## src/cfrq_pkg.sv

```systemverilog
package cfrq_pkg;

  // Fixed field widths of one frame.
  localparam int ID_W      = 29;
  localparam int LEN_W     = 4;
  localparam int PAYLOAD_W = 64;
  localparam int KIND_W    = 2;
  localparam int STATUS_W  = 2;

  // Defaults for the top-level parameters.
  localparam int DEFAULT_DEPTH         = 16;
  localparam int DEFAULT_PAYLOAD_BYTES = 8;

  // Operation codes carried by a command transaction.
  typedef enum logic [KIND_W-1:0] {
    KIND_PUSH  = 2'd0,
    KIND_POP   = 2'd1,
    KIND_CLEAR = 2'd2
  } kind_t;

  // Status codes returned with every response transaction.
  typedef enum logic [STATUS_W-1:0] {
    ST_OK    = 2'd0,
    ST_FULL  = 2'd1,
    ST_EMPTY = 2'd2
  } status_t;

  // Memory access strobes from the controller.
  typedef struct packed {
    logic wr_en;
    logic rd_en;
  } mem_ctl_t;

  // Response register contents from the controller.
  typedef struct packed {
    logic    valid;
    status_t status;
    logic    popped;
  } rsp_ctl_t;

endpackage

```

## src/cfrq_ifs.sv

```systemverilog
// Command channel: one push, pop or clear per transaction.
interface cfrq_cmd_if
  import cfrq_pkg::*;
();
  logic                 valid;
  logic                 ready;
  logic [KIND_W-1:0]    kind;
  logic                 drop;
  logic [ID_W-1:0]      frame_id;
  logic [LEN_W-1:0]     frame_len;
  logic [PAYLOAD_W-1:0] frame_payload;

  modport source (output valid, kind, drop, frame_id, frame_len, frame_payload,
                  input ready);
  modport sink (input valid, kind, drop, frame_id, frame_len, frame_payload,
                output ready);
endinterface

// Response channel: one result per command.
interface cfrq_rsp_if
  import cfrq_pkg::*;
();
  logic                 valid;
  logic                 ready;
  logic [STATUS_W-1:0]  status;
  logic [ID_W-1:0]      out_id;
  logic [LEN_W-1:0]     out_len;
  logic [PAYLOAD_W-1:0] out_payload;

  modport source (output valid, status, out_id, out_len, out_payload,
                  input ready);
  modport sink (input valid, status, out_id, out_len, out_payload,
                output ready);
endinterface

```

## src/can_frame_ring_queue_unit.sv

```systemverilog
// Ring queue of CAN frames (identifier, length, up to PAYLOAD_BYTES payload bytes) held in a
// DEPTH-entry synchronous memory with one write and one read port. The response to each command
// transaction (push, pop or clear) appears in the output register on the following cycle; a pop
// reads the frame memory at the acceptance edge, and the registered read port delivers the frame
// together with that response. Commands are taken one per cycle as long as the response side
// keeps up. The memory needs no clearing after reset: only slots written since reset are ever
// read. A push onto a full ring with drop set is refused with status full; with drop clear it
// overwrites the oldest frame.
module can_frame_ring_queue_unit
  import cfrq_pkg::*;
#(
  parameter int DEPTH         = DEFAULT_DEPTH,
  parameter int PAYLOAD_BYTES = DEFAULT_PAYLOAD_BYTES
) (
  input logic       clk,
  input logic       rst,
  cfrq_cmd_if.sink  cmd,
  cfrq_rsp_if.source rsp
);

  localparam int PTR_W = $clog2(DEPTH);

  mem_ctl_t             mem_ctl;
  rsp_ctl_t             rsp_ctl;
  logic [PTR_W-1:0]     wr_addr;
  logic [PTR_W-1:0]     rd_addr;
  logic [ID_W-1:0]      rd_id;
  logic [LEN_W-1:0]     rd_len;
  logic [PAYLOAD_W-1:0] rd_payload;

  // Pointer control and response register.
  cfrq_ctrl #(
    .DEPTH (DEPTH)
  ) u_ctrl (
    .clk       (clk),
    .rst       (rst),
    .cmd_valid (cmd.valid),
    .cmd_ready (cmd.ready),
    .kind      (cmd.kind),
    .drop      (cmd.drop),
    .rsp_ready (rsp.ready),
    .rsp_ctl   (rsp_ctl),
    .mem_ctl   (mem_ctl),
    .wr_addr   (wr_addr),
    .rd_addr   (rd_addr)
  );

  // Frame storage.
  cfrq_frame_mem #(
    .DEPTH         (DEPTH),
    .PAYLOAD_BYTES (PAYLOAD_BYTES)
  ) u_mem (
    .clk        (clk),
    .ctl        (mem_ctl),
    .wr_addr    (wr_addr),
    .rd_addr    (rd_addr),
    .wr_id      (cmd.frame_id),
    .wr_len     (cmd.frame_len),
    .wr_payload (cmd.frame_payload),
    .rd_id      (rd_id),
    .rd_len     (rd_len),
    .rd_payload (rd_payload)
  );

  // Frame fields are shown only for a successful pop, zero otherwise.
  assign rsp.valid       = rsp_ctl.valid;
  assign rsp.status      = rsp_ctl.status;
  assign rsp.out_id      = rsp_ctl.popped ? rd_id : '0;
  assign rsp.out_len     = rsp_ctl.popped ? rd_len : '0;
  assign rsp.out_payload = rsp_ctl.popped ? rd_payload : '0;

endmodule

```

## src/cfrq_frame_mem.sv

```systemverilog
module cfrq_frame_mem
  import cfrq_pkg::*;
#(
  parameter int DEPTH         = DEFAULT_DEPTH,
  parameter int PAYLOAD_BYTES = DEFAULT_PAYLOAD_BYTES
) (
  input  logic                     clk,
  input  mem_ctl_t                 ctl,
  input  logic [$clog2(DEPTH)-1:0] wr_addr,
  input  logic [$clog2(DEPTH)-1:0] rd_addr,
  input  logic [ID_W-1:0]          wr_id,
  input  logic [LEN_W-1:0]         wr_len,
  input  logic [PAYLOAD_W-1:0]     wr_payload,
  output logic [ID_W-1:0]          rd_id,
  output logic [LEN_W-1:0]         rd_len,
  output logic [PAYLOAD_W-1:0]     rd_payload
);

  localparam int PAY_W   = 8 * PAYLOAD_BYTES;
  localparam int ENTRY_W = LEN_W + ID_W + PAY_W;

  logic [ENTRY_W-1:0] mem [DEPTH];
  logic [ENTRY_W-1:0] rd_data;
  logic [LEN_W-1:0]   len_clamped;

  // Lengths beyond the payload capacity are stored as the capacity.
  assign len_clamped = (wr_len > LEN_W'(PAYLOAD_BYTES)) ? LEN_W'(PAYLOAD_BYTES) : wr_len;

  // One write port and one registered read port.
  always_ff @(posedge clk) begin
    if (ctl.wr_en) begin
      mem[wr_addr] <= {len_clamped, wr_id, wr_payload[PAY_W-1:0]};
    end
    if (ctl.rd_en) begin
      rd_data <= mem[rd_addr];
    end
  end

  // Unpack the entry; payload bytes above the capacity read as zero.
  assign rd_len     = rd_data[ENTRY_W-1 -: LEN_W];
  assign rd_id      = rd_data[PAY_W +: ID_W];
  assign rd_payload = PAYLOAD_W'(rd_data[PAY_W-1:0]);

endmodule

```

## src/cfrq_ctrl.sv

```systemverilog
module cfrq_ctrl
  import cfrq_pkg::*;
#(
  parameter int DEPTH = DEFAULT_DEPTH
) (
  input  logic                     clk,
  input  logic                     rst,
  input  logic                     cmd_valid,
  output logic                     cmd_ready,
  input  logic [KIND_W-1:0]        kind,
  input  logic                     drop,
  input  logic                     rsp_ready,
  output rsp_ctl_t                 rsp_ctl,
  output mem_ctl_t                 mem_ctl,
  output logic [$clog2(DEPTH)-1:0] wr_addr,
  output logic [$clog2(DEPTH)-1:0] rd_addr
);

  localparam int PTR_W = $clog2(DEPTH);
  localparam int CNT_W = PTR_W + 1;

  logic [CNT_W-1:0] wr_cnt, wr_cnt_next;
  logic [CNT_W-1:0] rd_cnt, rd_cnt_next;
  logic [CNT_W-1:0] fill;
  logic             full, empty, accept;
  status_t          status_next;
  logic             popped_next;

  // The fill level never exceeds DEPTH, so its top bit alone marks full.
  assign fill  = wr_cnt - rd_cnt;
  assign full  = fill[CNT_W-1];
  assign empty = (fill == '0);

  // A new command is taken whenever the response register is free or draining.
  assign cmd_ready = !rsp_ctl.valid || rsp_ready;
  assign accept    = cmd_valid && cmd_ready;

  assign wr_addr = wr_cnt[PTR_W-1:0];
  assign rd_addr = rd_cnt[PTR_W-1:0];

  // Decode the command and work out the pointer updates.
  always_comb begin
    wr_cnt_next = wr_cnt;
    rd_cnt_next = rd_cnt;
    mem_ctl     = '0;
    status_next = ST_OK;
    popped_next = 1'b0;
    if (accept) begin
      unique case (kind_t'(kind))
        KIND_PUSH: begin
          if (full && drop) begin
            status_next = ST_FULL;
          end else begin
            mem_ctl.wr_en = 1'b1;
            wr_cnt_next   = wr_cnt + CNT_W'(1);
            // Overwriting the oldest frame retires it straight away.
            if (full) begin
              rd_cnt_next = rd_cnt + CNT_W'(1);
            end
          end
        end
        KIND_POP: begin
          if (empty) begin
            status_next = ST_EMPTY;
          end else begin
            mem_ctl.rd_en = 1'b1;
            popped_next   = 1'b1;
            rd_cnt_next   = rd_cnt + CNT_W'(1);
          end
        end
        KIND_CLEAR: begin
          rd_cnt_next = wr_cnt;
        end
        default: begin
        end
      endcase
    end
  end

  // Pointer registers.
  always_ff @(posedge clk) begin
    if (rst) begin
      wr_cnt <= '0;
      rd_cnt <= '0;
    end else begin
      wr_cnt <= wr_cnt_next;
      rd_cnt <= rd_cnt_next;
    end
  end

  // Response register: loaded on every accepted command.
  always_ff @(posedge clk) begin
    if (rst) begin
      rsp_ctl.valid <= 1'b0;
    end else if (accept) begin
      rsp_ctl.valid <= 1'b1;
    end else if (rsp_ready) begin
      rsp_ctl.valid <= 1'b0;
    end
    if (accept) begin
      rsp_ctl.status <= status_next;
      rsp_ctl.popped <= popped_next;
    end
  end

  // The ring never holds more frames than it has slots.
  assert property (@(posedge clk) disable iff (rst) fill <= CNT_W'(DEPTH))
    else $error("fill level exceeds ring depth");

  // A refused push leaves both pointers untouched.
  assert property (@(posedge clk) disable iff (rst)
    accept && kind == KIND_PUSH && drop && full |=> $stable(wr_cnt) && $stable(rd_cnt))
    else $error("refused push moved a pointer");

  // After a clear the ring is empty.
  assert property (@(posedge clk) disable iff (rst)
    accept && kind == KIND_CLEAR |=> empty)
    else $error("ring not empty after clear");

  // A pop on an empty ring answers empty and reads nothing.
  assert property (@(posedge clk) disable iff (rst)
    accept && kind == KIND_POP && empty |=>
      rsp_ctl.valid && rsp_ctl.status == ST_EMPTY && !rsp_ctl.popped)
    else $error("pop on empty ring gave wrong response");

  // Memory reads and writes are issued only for accepted commands.
  assert property (@(posedge clk) disable iff (rst)
    (mem_ctl.wr_en || mem_ctl.rd_en) |-> accept && !(mem_ctl.wr_en && mem_ctl.rd_en))
    else $error("memory access without an accepted command");

endmodule

```

## src/flat_wrapper.sv

```systemverilog
// flat-port wrapper written by rule: the top's interface ports become plain ports
module can_frame_ring_queue_unit_flat import cfrq_pkg::*;
#(
  parameter int DEPTH         = DEFAULT_DEPTH,
  parameter int PAYLOAD_BYTES = DEFAULT_PAYLOAD_BYTES
)
  (clk, rst, cmd_valid, cmd_kind, cmd_drop, cmd_frame_id, cmd_frame_len, cmd_frame_payload, cmd_ready, rsp_valid, rsp_status, rsp_out_id, rsp_out_len, rsp_out_payload, rsp_ready);
  cfrq_cmd_if cmd_i ();
  cfrq_rsp_if rsp_i ();
  input logic clk;
  input logic rst;
  input wire logic [$bits(cmd_i.valid)-1:0] cmd_valid;
  input wire logic [$bits(cmd_i.kind)-1:0] cmd_kind;
  input wire logic [$bits(cmd_i.drop)-1:0] cmd_drop;
  input wire logic [$bits(cmd_i.frame_id)-1:0] cmd_frame_id;
  input wire logic [$bits(cmd_i.frame_len)-1:0] cmd_frame_len;
  input wire logic [$bits(cmd_i.frame_payload)-1:0] cmd_frame_payload;
  output wire logic [$bits(cmd_i.ready)-1:0] cmd_ready;
  output wire logic [$bits(rsp_i.valid)-1:0] rsp_valid;
  output wire logic [$bits(rsp_i.status)-1:0] rsp_status;
  output wire logic [$bits(rsp_i.out_id)-1:0] rsp_out_id;
  output wire logic [$bits(rsp_i.out_len)-1:0] rsp_out_len;
  output wire logic [$bits(rsp_i.out_payload)-1:0] rsp_out_payload;
  input wire logic [$bits(rsp_i.ready)-1:0] rsp_ready;
  assign cmd_i.valid = cmd_valid;
  assign cmd_i.kind = cmd_kind;
  assign cmd_i.drop = cmd_drop;
  assign cmd_i.frame_id = cmd_frame_id;
  assign cmd_i.frame_len = cmd_frame_len;
  assign cmd_i.frame_payload = cmd_frame_payload;
  assign cmd_ready = cmd_i.ready;
  assign rsp_valid = rsp_i.valid;
  assign rsp_status = rsp_i.status;
  assign rsp_out_id = rsp_i.out_id;
  assign rsp_out_len = rsp_i.out_len;
  assign rsp_out_payload = rsp_i.out_payload;
  assign rsp_i.ready = rsp_ready;
  can_frame_ring_queue_unit #(.DEPTH(DEPTH), .PAYLOAD_BYTES(PAYLOAD_BYTES)) u_core (.clk(clk), .rst(rst), .cmd(cmd_i), .rsp(rsp_i));
endmodule
```

## config.mk

```make
export PLATFORM = sky130hd
export DESIGN_NAME = can_frame_ring_queue_unit_flat
export DESIGN_NICKNAME = d
export VERILOG_FILES = /design/src/cfrq_pkg.sv /design/src/cfrq_ifs.sv /design/src/can_frame_ring_queue_unit.sv /design/src/cfrq_frame_mem.sv /design/src/cfrq_ctrl.sv /design/src/flat_wrapper.sv
export SDC_FILE = /design/constraint.sdc
export NUM_CORES = 2
export LEC_CHECK = 0
export ABC_CLOCK_PERIOD_IN_PS = 9900
export BUFFER_PORTS_ARGS = -buffer_cell sky130_fd_sc_hd__buf_4
export CAP_MARGIN = 25
export CORE_MARGIN = 2
export CORE_UTILIZATION = 47
export CTS_CLUSTER_SIZE = 8
export DETAILED_ROUTE_END_ITERATION = 12
export PLACE_DENSITY = 0.77
export SYNTH_ARGS = -nofsm -noshare
export SYNTH_HDL_FRONTEND = slang
export SYNTH_SLANG_ARGS = --single-unit
```

## constraint.sdc

```tcl
create_clock -name clk -period 9.9 [get_ports clk]
set_input_delay 1.485 -clock clk [delete_from_list [all_inputs] [get_ports clk]]
set_output_delay 1.485 -clock clk [all_outputs]
set_load 0.05 [all_outputs]
```

==> results.txt <==
The flow ran to the end, and the final reports show no timing, DRC or antenna violations. Setup repair after global routing left no endpoint under its margin. Synthesis handed over a netlist of ~3000 instances. In this run the critical register-to-register path is launched from u_core.u_ctrl.rd_cnt[1]$_SDFFE_PP0P_.

For the worst setup path, the data required time is slightly above 10 ns. The worst path uses about 54% of the clock period. Yosys mapped a number of flops with a built-in enable equal to between 1500 and 2000. The power density over the cells came out at approximately 210 nW/um2. The clock transition at the register clock pins on the worst setup and hold paths after CTS is around 0.05 ns. The number of design rule violations left after detail routing came out at 0. The first TritonRoute pass finished after 5 iterations. The headroom to the max-slew limit came out at around a quarter. The share of the Yosys chip area taken by registers is between 70% and 80%. The warning count from the yosys run is 0. The via count came out at between 30000 and 40000. The most common cell after layout, fill and taps aside is sky130_fd_sc_hd__edfxtp_1. The worst clock skew is ~0.024 ns. The synthesis-to-finish area growth is 15.1%. The post-cts gate resize count is 0. The number of H-tree levels is 4.

The post-layout net count is ~3500. The die area is between 100000 and 150000 um2. The number of violations reported at the end of detailed-routing iteration 0 is approximately 4000. The floorplan has 134 rows. The count of nets left with antenna violations once routing finished came out at 0. The critical path depth in cells is 9.

The shortest clock period the worst path allows after layout is about 5.3 ns. The width of the chip is between 300 and 400 um. The number of clock buffers inserted by TritonCTS came out at approximately 230. The number of nets in the synthesized netlist is 3128. The worst setup path is launched from a flip-flop. Hold is met by roughly 0.59 ns. The worst reg-to-reg path cell count came out at 9.

Pin placement for this block handled between 200 and 250 I/O pins. The leakage power summed over all cells came out at approximately 23 nW. The hold buffer count at CTS is 0. The capture point of the worst reg-to-reg path is u_core.u_mem.mem[7][55]$_DFFE_PP_. Detailed routing placed a total of about 76 mm of wire on met2.

The number of library cell types mapped by synthesis is 40. In the final timing run, aggregate negative setup slack is 0 ns. For this run, the top clock speed supported by timing is approximately 190 MHz. The maximum number of pins on one net before global-route repair came out at ~160. Among cell families on the critical path, the largest total delay comes from buffers and inverters. Detailed routing placed a total of 14.9 mm of wire on met3.

Across every metal layer, demand over resource in global routing totals between 20% and 30%. The most critical setup path has its startpoint at u_core.u_ctrl.rd_cnt[1]$_SDFFE_PP0P_. The tool flagged a number of max-cap violations equal to 0.

The peak fanout along the critical path is 55. The clock drives 1663 sinks. TritonCTS built the clock tree. The dominant register cell in the synthesized netlist is sky130_fd_sc_hd__edfxtp_1. The insertion delay of the later-clocked pin in the worst-skew pair came out at around 0.82 ns.

The pin slew with the least headroom to its limit is 1.10 ns. The number of buffers inserted to repair setup after CTS came out at 0. Summing every instance area after synthesis gives 63400 um2. The type of the setup path with the least slack is reg2reg. The initial cell density of the core came out at between 40% and 50%. The number of antenna violations at the first check in global routing is 11. The critical path ends at u_core.u_mem.mem[7][55]$_DFFE_PP_. In the final layout, the share of cells above drive strength 1 is 27.4%. The wire length after detailed routing is approximately 150 mm. The number of buffers on the longest clock path came out at 3. Routed signal wires occupy layers up through met5.

The signal on the critical path passes through inv_4 > fa_1 > nand3_2 > nand3_2 > a31oi_4 > nand2_4 > nor2_4 > buf_4 > buf_4. The placer congestion estimate came out at 0.751. A synthesized cell averages roughly 21 um2.

The detailed placer's ending HPWL is approximately 75 mm. In this run the tool buffered the top-level ports with approximately 200 buffer cells. Across the VDD grid, the largest voltage drop is approximately 150 uV.

The nature of the critical path endpoint is a flip-flop. The standard cell core area is ~130000 um2. The arrival time reported for the critical path endpoint came out at roughly 5.7 ns.

The number of synthesized register bits is between 1500 and 2000. The routed length on met1 came out at ~57 mm. The number of setup violations in the final report came out at 0. In this run the vertical extent of the chip is around 370 um. The class of the worst hold path is reg2reg. In the layout the commonest cells are sky130_fd_sc_hd__edfxtp_1 (1652), sky130_fd_sc_hd__nand2_1 (398), sky130_fd_sc_hd__mux4_2 (388), sky130_fd_sc_hd__buf_4 (256), sky130_fd_sc_hd__clkbuf_16 (228). The buffer and inverter count on the worst path came out at 3. The wire length of the first global-routing pass is between 200 and 250 mm. The final max-slew violation count was 0. The worst register-to-register path has a setup slack of 4.60 ns. After global routing the overflow that remains totals 0. In the synthesized netlist the async set-or-reset flop fraction comes to 0%. The final core utilization is around 55%.

In this run the clock root is driven by a sky130_fd_sc_hd__clkbuf_16. The slowest stage of the critical path belongs to the cell sky130_fd_sc_hd__dfxtp_4. The average vias per placed instance came out at roughly 6.2. The hold violation count in the final report came to 0. The number of global-route vias before repair came out at 33400. The largest single stage delay on the critical path is ~0.93 ns. In the final routed layout, each cell accounts on average for a little under 30 um. The count of filler cells inserted in the layout came out at approximately 9400.
==> cells in the mapped netlist, types with 2 or more instances <==
| master | number | area (um2) |
|---|---|---|
| sky130_fd_sc_hd__a211oi_1 | 2 | 15.0 |
| sky130_fd_sc_hd__a21oi_1 | 8 | 40.0 |
| sky130_fd_sc_hd__a31oi_1 | 97 | 607 |
| sky130_fd_sc_hd__and2_1 | 101 | 632 |
| sky130_fd_sc_hd__and3_1 | 99 | 619 |
| sky130_fd_sc_hd__buf_1 | 11 | 41.3 |
| sky130_fd_sc_hd__buf_2 | 24 | 120 |
| sky130_fd_sc_hd__buf_4 | 39 | 293 |
| sky130_fd_sc_hd__clkbuf_1 | 94 | 353 |
| sky130_fd_sc_hd__dfxtp_1 | 11 | 220 |
| sky130_fd_sc_hd__edfxtp_1 | 1652 | 49600 |
| sky130_fd_sc_hd__ha_1 | 9 | 113 |
| sky130_fd_sc_hd__inv_1 | 6 | 22.5 |
| sky130_fd_sc_hd__inv_2 | 2 | 7.51 |
| sky130_fd_sc_hd__mux2i_1 | 4 | 40.0 |
| sky130_fd_sc_hd__mux4_2 | 388 | 8740 |
| sky130_fd_sc_hd__nand2_1 | 398 | 1490 |
| sky130_fd_sc_hd__nand2b_1 | 4 | 25.0 |
| sky130_fd_sc_hd__nand3_1 | 4 | 20.0 |
| sky130_fd_sc_hd__nand3_2 | 2 | 20.0 |
| sky130_fd_sc_hd__nor2_1 | 22 | 82.6 |
| sky130_fd_sc_hd__nor2b_1 | 4 | 25.0 |
| sky130_fd_sc_hd__nor3_1 | 4 | 20.0 |
| sky130_fd_sc_hd__o21ai_0 | 5 | 25.0 |
| sky130_fd_sc_hd__or3_1 | 2 | 12.5 |
| sky130_fd_sc_hd__xnor2_1 | 5 | 43.8 |
| sky130_fd_sc_hd__xor2_1 | 4 | 35.0 |
==> worst min path at each step <==
| stage | startpoint | slack (ns) | to | cells after the start |
|---|---|---|---|---|
| detailed placement | u_core.u_ctrl.wr_cnt[4]$_SDFFE_PP0P_ | 0.58 | u_core.u_ctrl.wr_cnt[4]$_SDFFE_PP0P_ | 2 |
| global placement | u_core.u_ctrl.rsp_ctl[3]$_SDFFE_PP0P_ | 0.55 | u_core.u_ctrl.rsp_ctl[3]$_SDFFE_PP0P_ | 2 |
| finish | u_core.u_ctrl.rsp_ctl[3]$_SDFFE_PP0P_ | 0.59 | u_core.u_ctrl.rsp_ctl[3]$_SDFFE_PP0P_ | 2 |
| CTS | u_core.u_ctrl.rsp_ctl[3]$_SDFFE_PP0P_ | 0.59 | u_core.u_ctrl.rsp_ctl[3]$_SDFFE_PP0P_ | 2 |
| floorplan | u_core.u_ctrl.wr_cnt[4]$_SDFFE_PP0P_ | 0.51 | u_core.u_ctrl.wr_cnt[4]$_SDFFE_PP0P_ | 2 |
| global route | u_core.u_ctrl.wr_cnt[4]$_SDFFE_PP0P_ | 0.65 | u_core.u_ctrl.wr_cnt[4]$_SDFFE_PP0P_ | 2 |
==> worst register-to-register path, delay by kind of cell, from the launching register on <==
kind	cells	cell delay, ns
AO/OA/AOI/OAI	1	0.38
AND/OR/NAND/NOR	4	1.10
adder cells (fa/ha/maj)	1	0.60
buffers and inverters	3	1.90
flip-flops	1	0.93
==> power by group <==
group	switching [W]	total, W	internal (W)
Combinational	0.000560	0.000930	0.000370
Clock	0.00267	0.00669	0.00402
Sequential	0.0000315	0.00784	0.00781
Total	0.00326	0.0155	0.0122
==> cell type report <==
class | count | area, um2 | share of cell area (%)
Tap cell | 1768 | 2210 | 3.03
Timing Repair Buffer | 265 | 2130 | 2.92
Antenna cell | 6 | 15.0 | 0.0206
Clock inverter | 10 | 140 | 0.192
Clock buffer | 241 | 5750 | 7.88
Multi-Input combinational cell | 1175 | 12900 | 17.6
Sequential cell | 1663 | 49800 | 68.3
Inverter | 8 | 37.5 | 0.0514
==> metrics by stage <==
| step | std cells | area [um2] | setup WS [ns] | power (W) |
|---|---|---|---|---|
| after CTS | 5124 | 72900 | 4.56 | 0.0155 |
| after global routing | 5133 | 73000 | 4.38 | 0.0158 |
| final | 5136 | 73000 | 4.60 | 0.0155 |
| after floorplan | 3014 | 63400 | 0.0391 | 0.00857 |
| after detailed placement | 4873 | 67000 | 4.59 | 0.00889 |
| after global placement | 4871 | 66900 | 4.69 | 0.00887 |
==> sequential cells by signal, summed over array words and instances, names as in the netlist <==
signal / count
u_core.u_ctrl.rsp_ctl: 4
u_core.u_ctrl.wr_cnt: 5
u_core.u_mem.rd_data: 97
u_core.u_ctrl.rd_cnt: 5
u_core.u_mem.mem: 1552
==> routing by layer <==
layer / vias to the layer above / global-route usage, %
met5: - / 0
met4: 10 / 8.88
met3: 338 / 5.63
met2: 2007 / 36.1
met1: 16500 / 28.8
li1: 12800 / -
==> cell families (layout without fill, tap and decap cells) <==
kind of cell / after synthesis / in the layout / share of synthesized area, %
compound gates: 120 / 120 / 1.23
xor+xnor: 9 / 9 / 0.124
buf+inv: 176 / 524 / 1.32
fa+ha+maj: 10 / 10 / 0.209
flops: 1663 / 1663 / 78.6
other cells: 0 / 6 / 0
simple gates: 644 / 644 / 4.71
mux: 392 / 392 / 13.8
(Power assumes the default switching activity.)
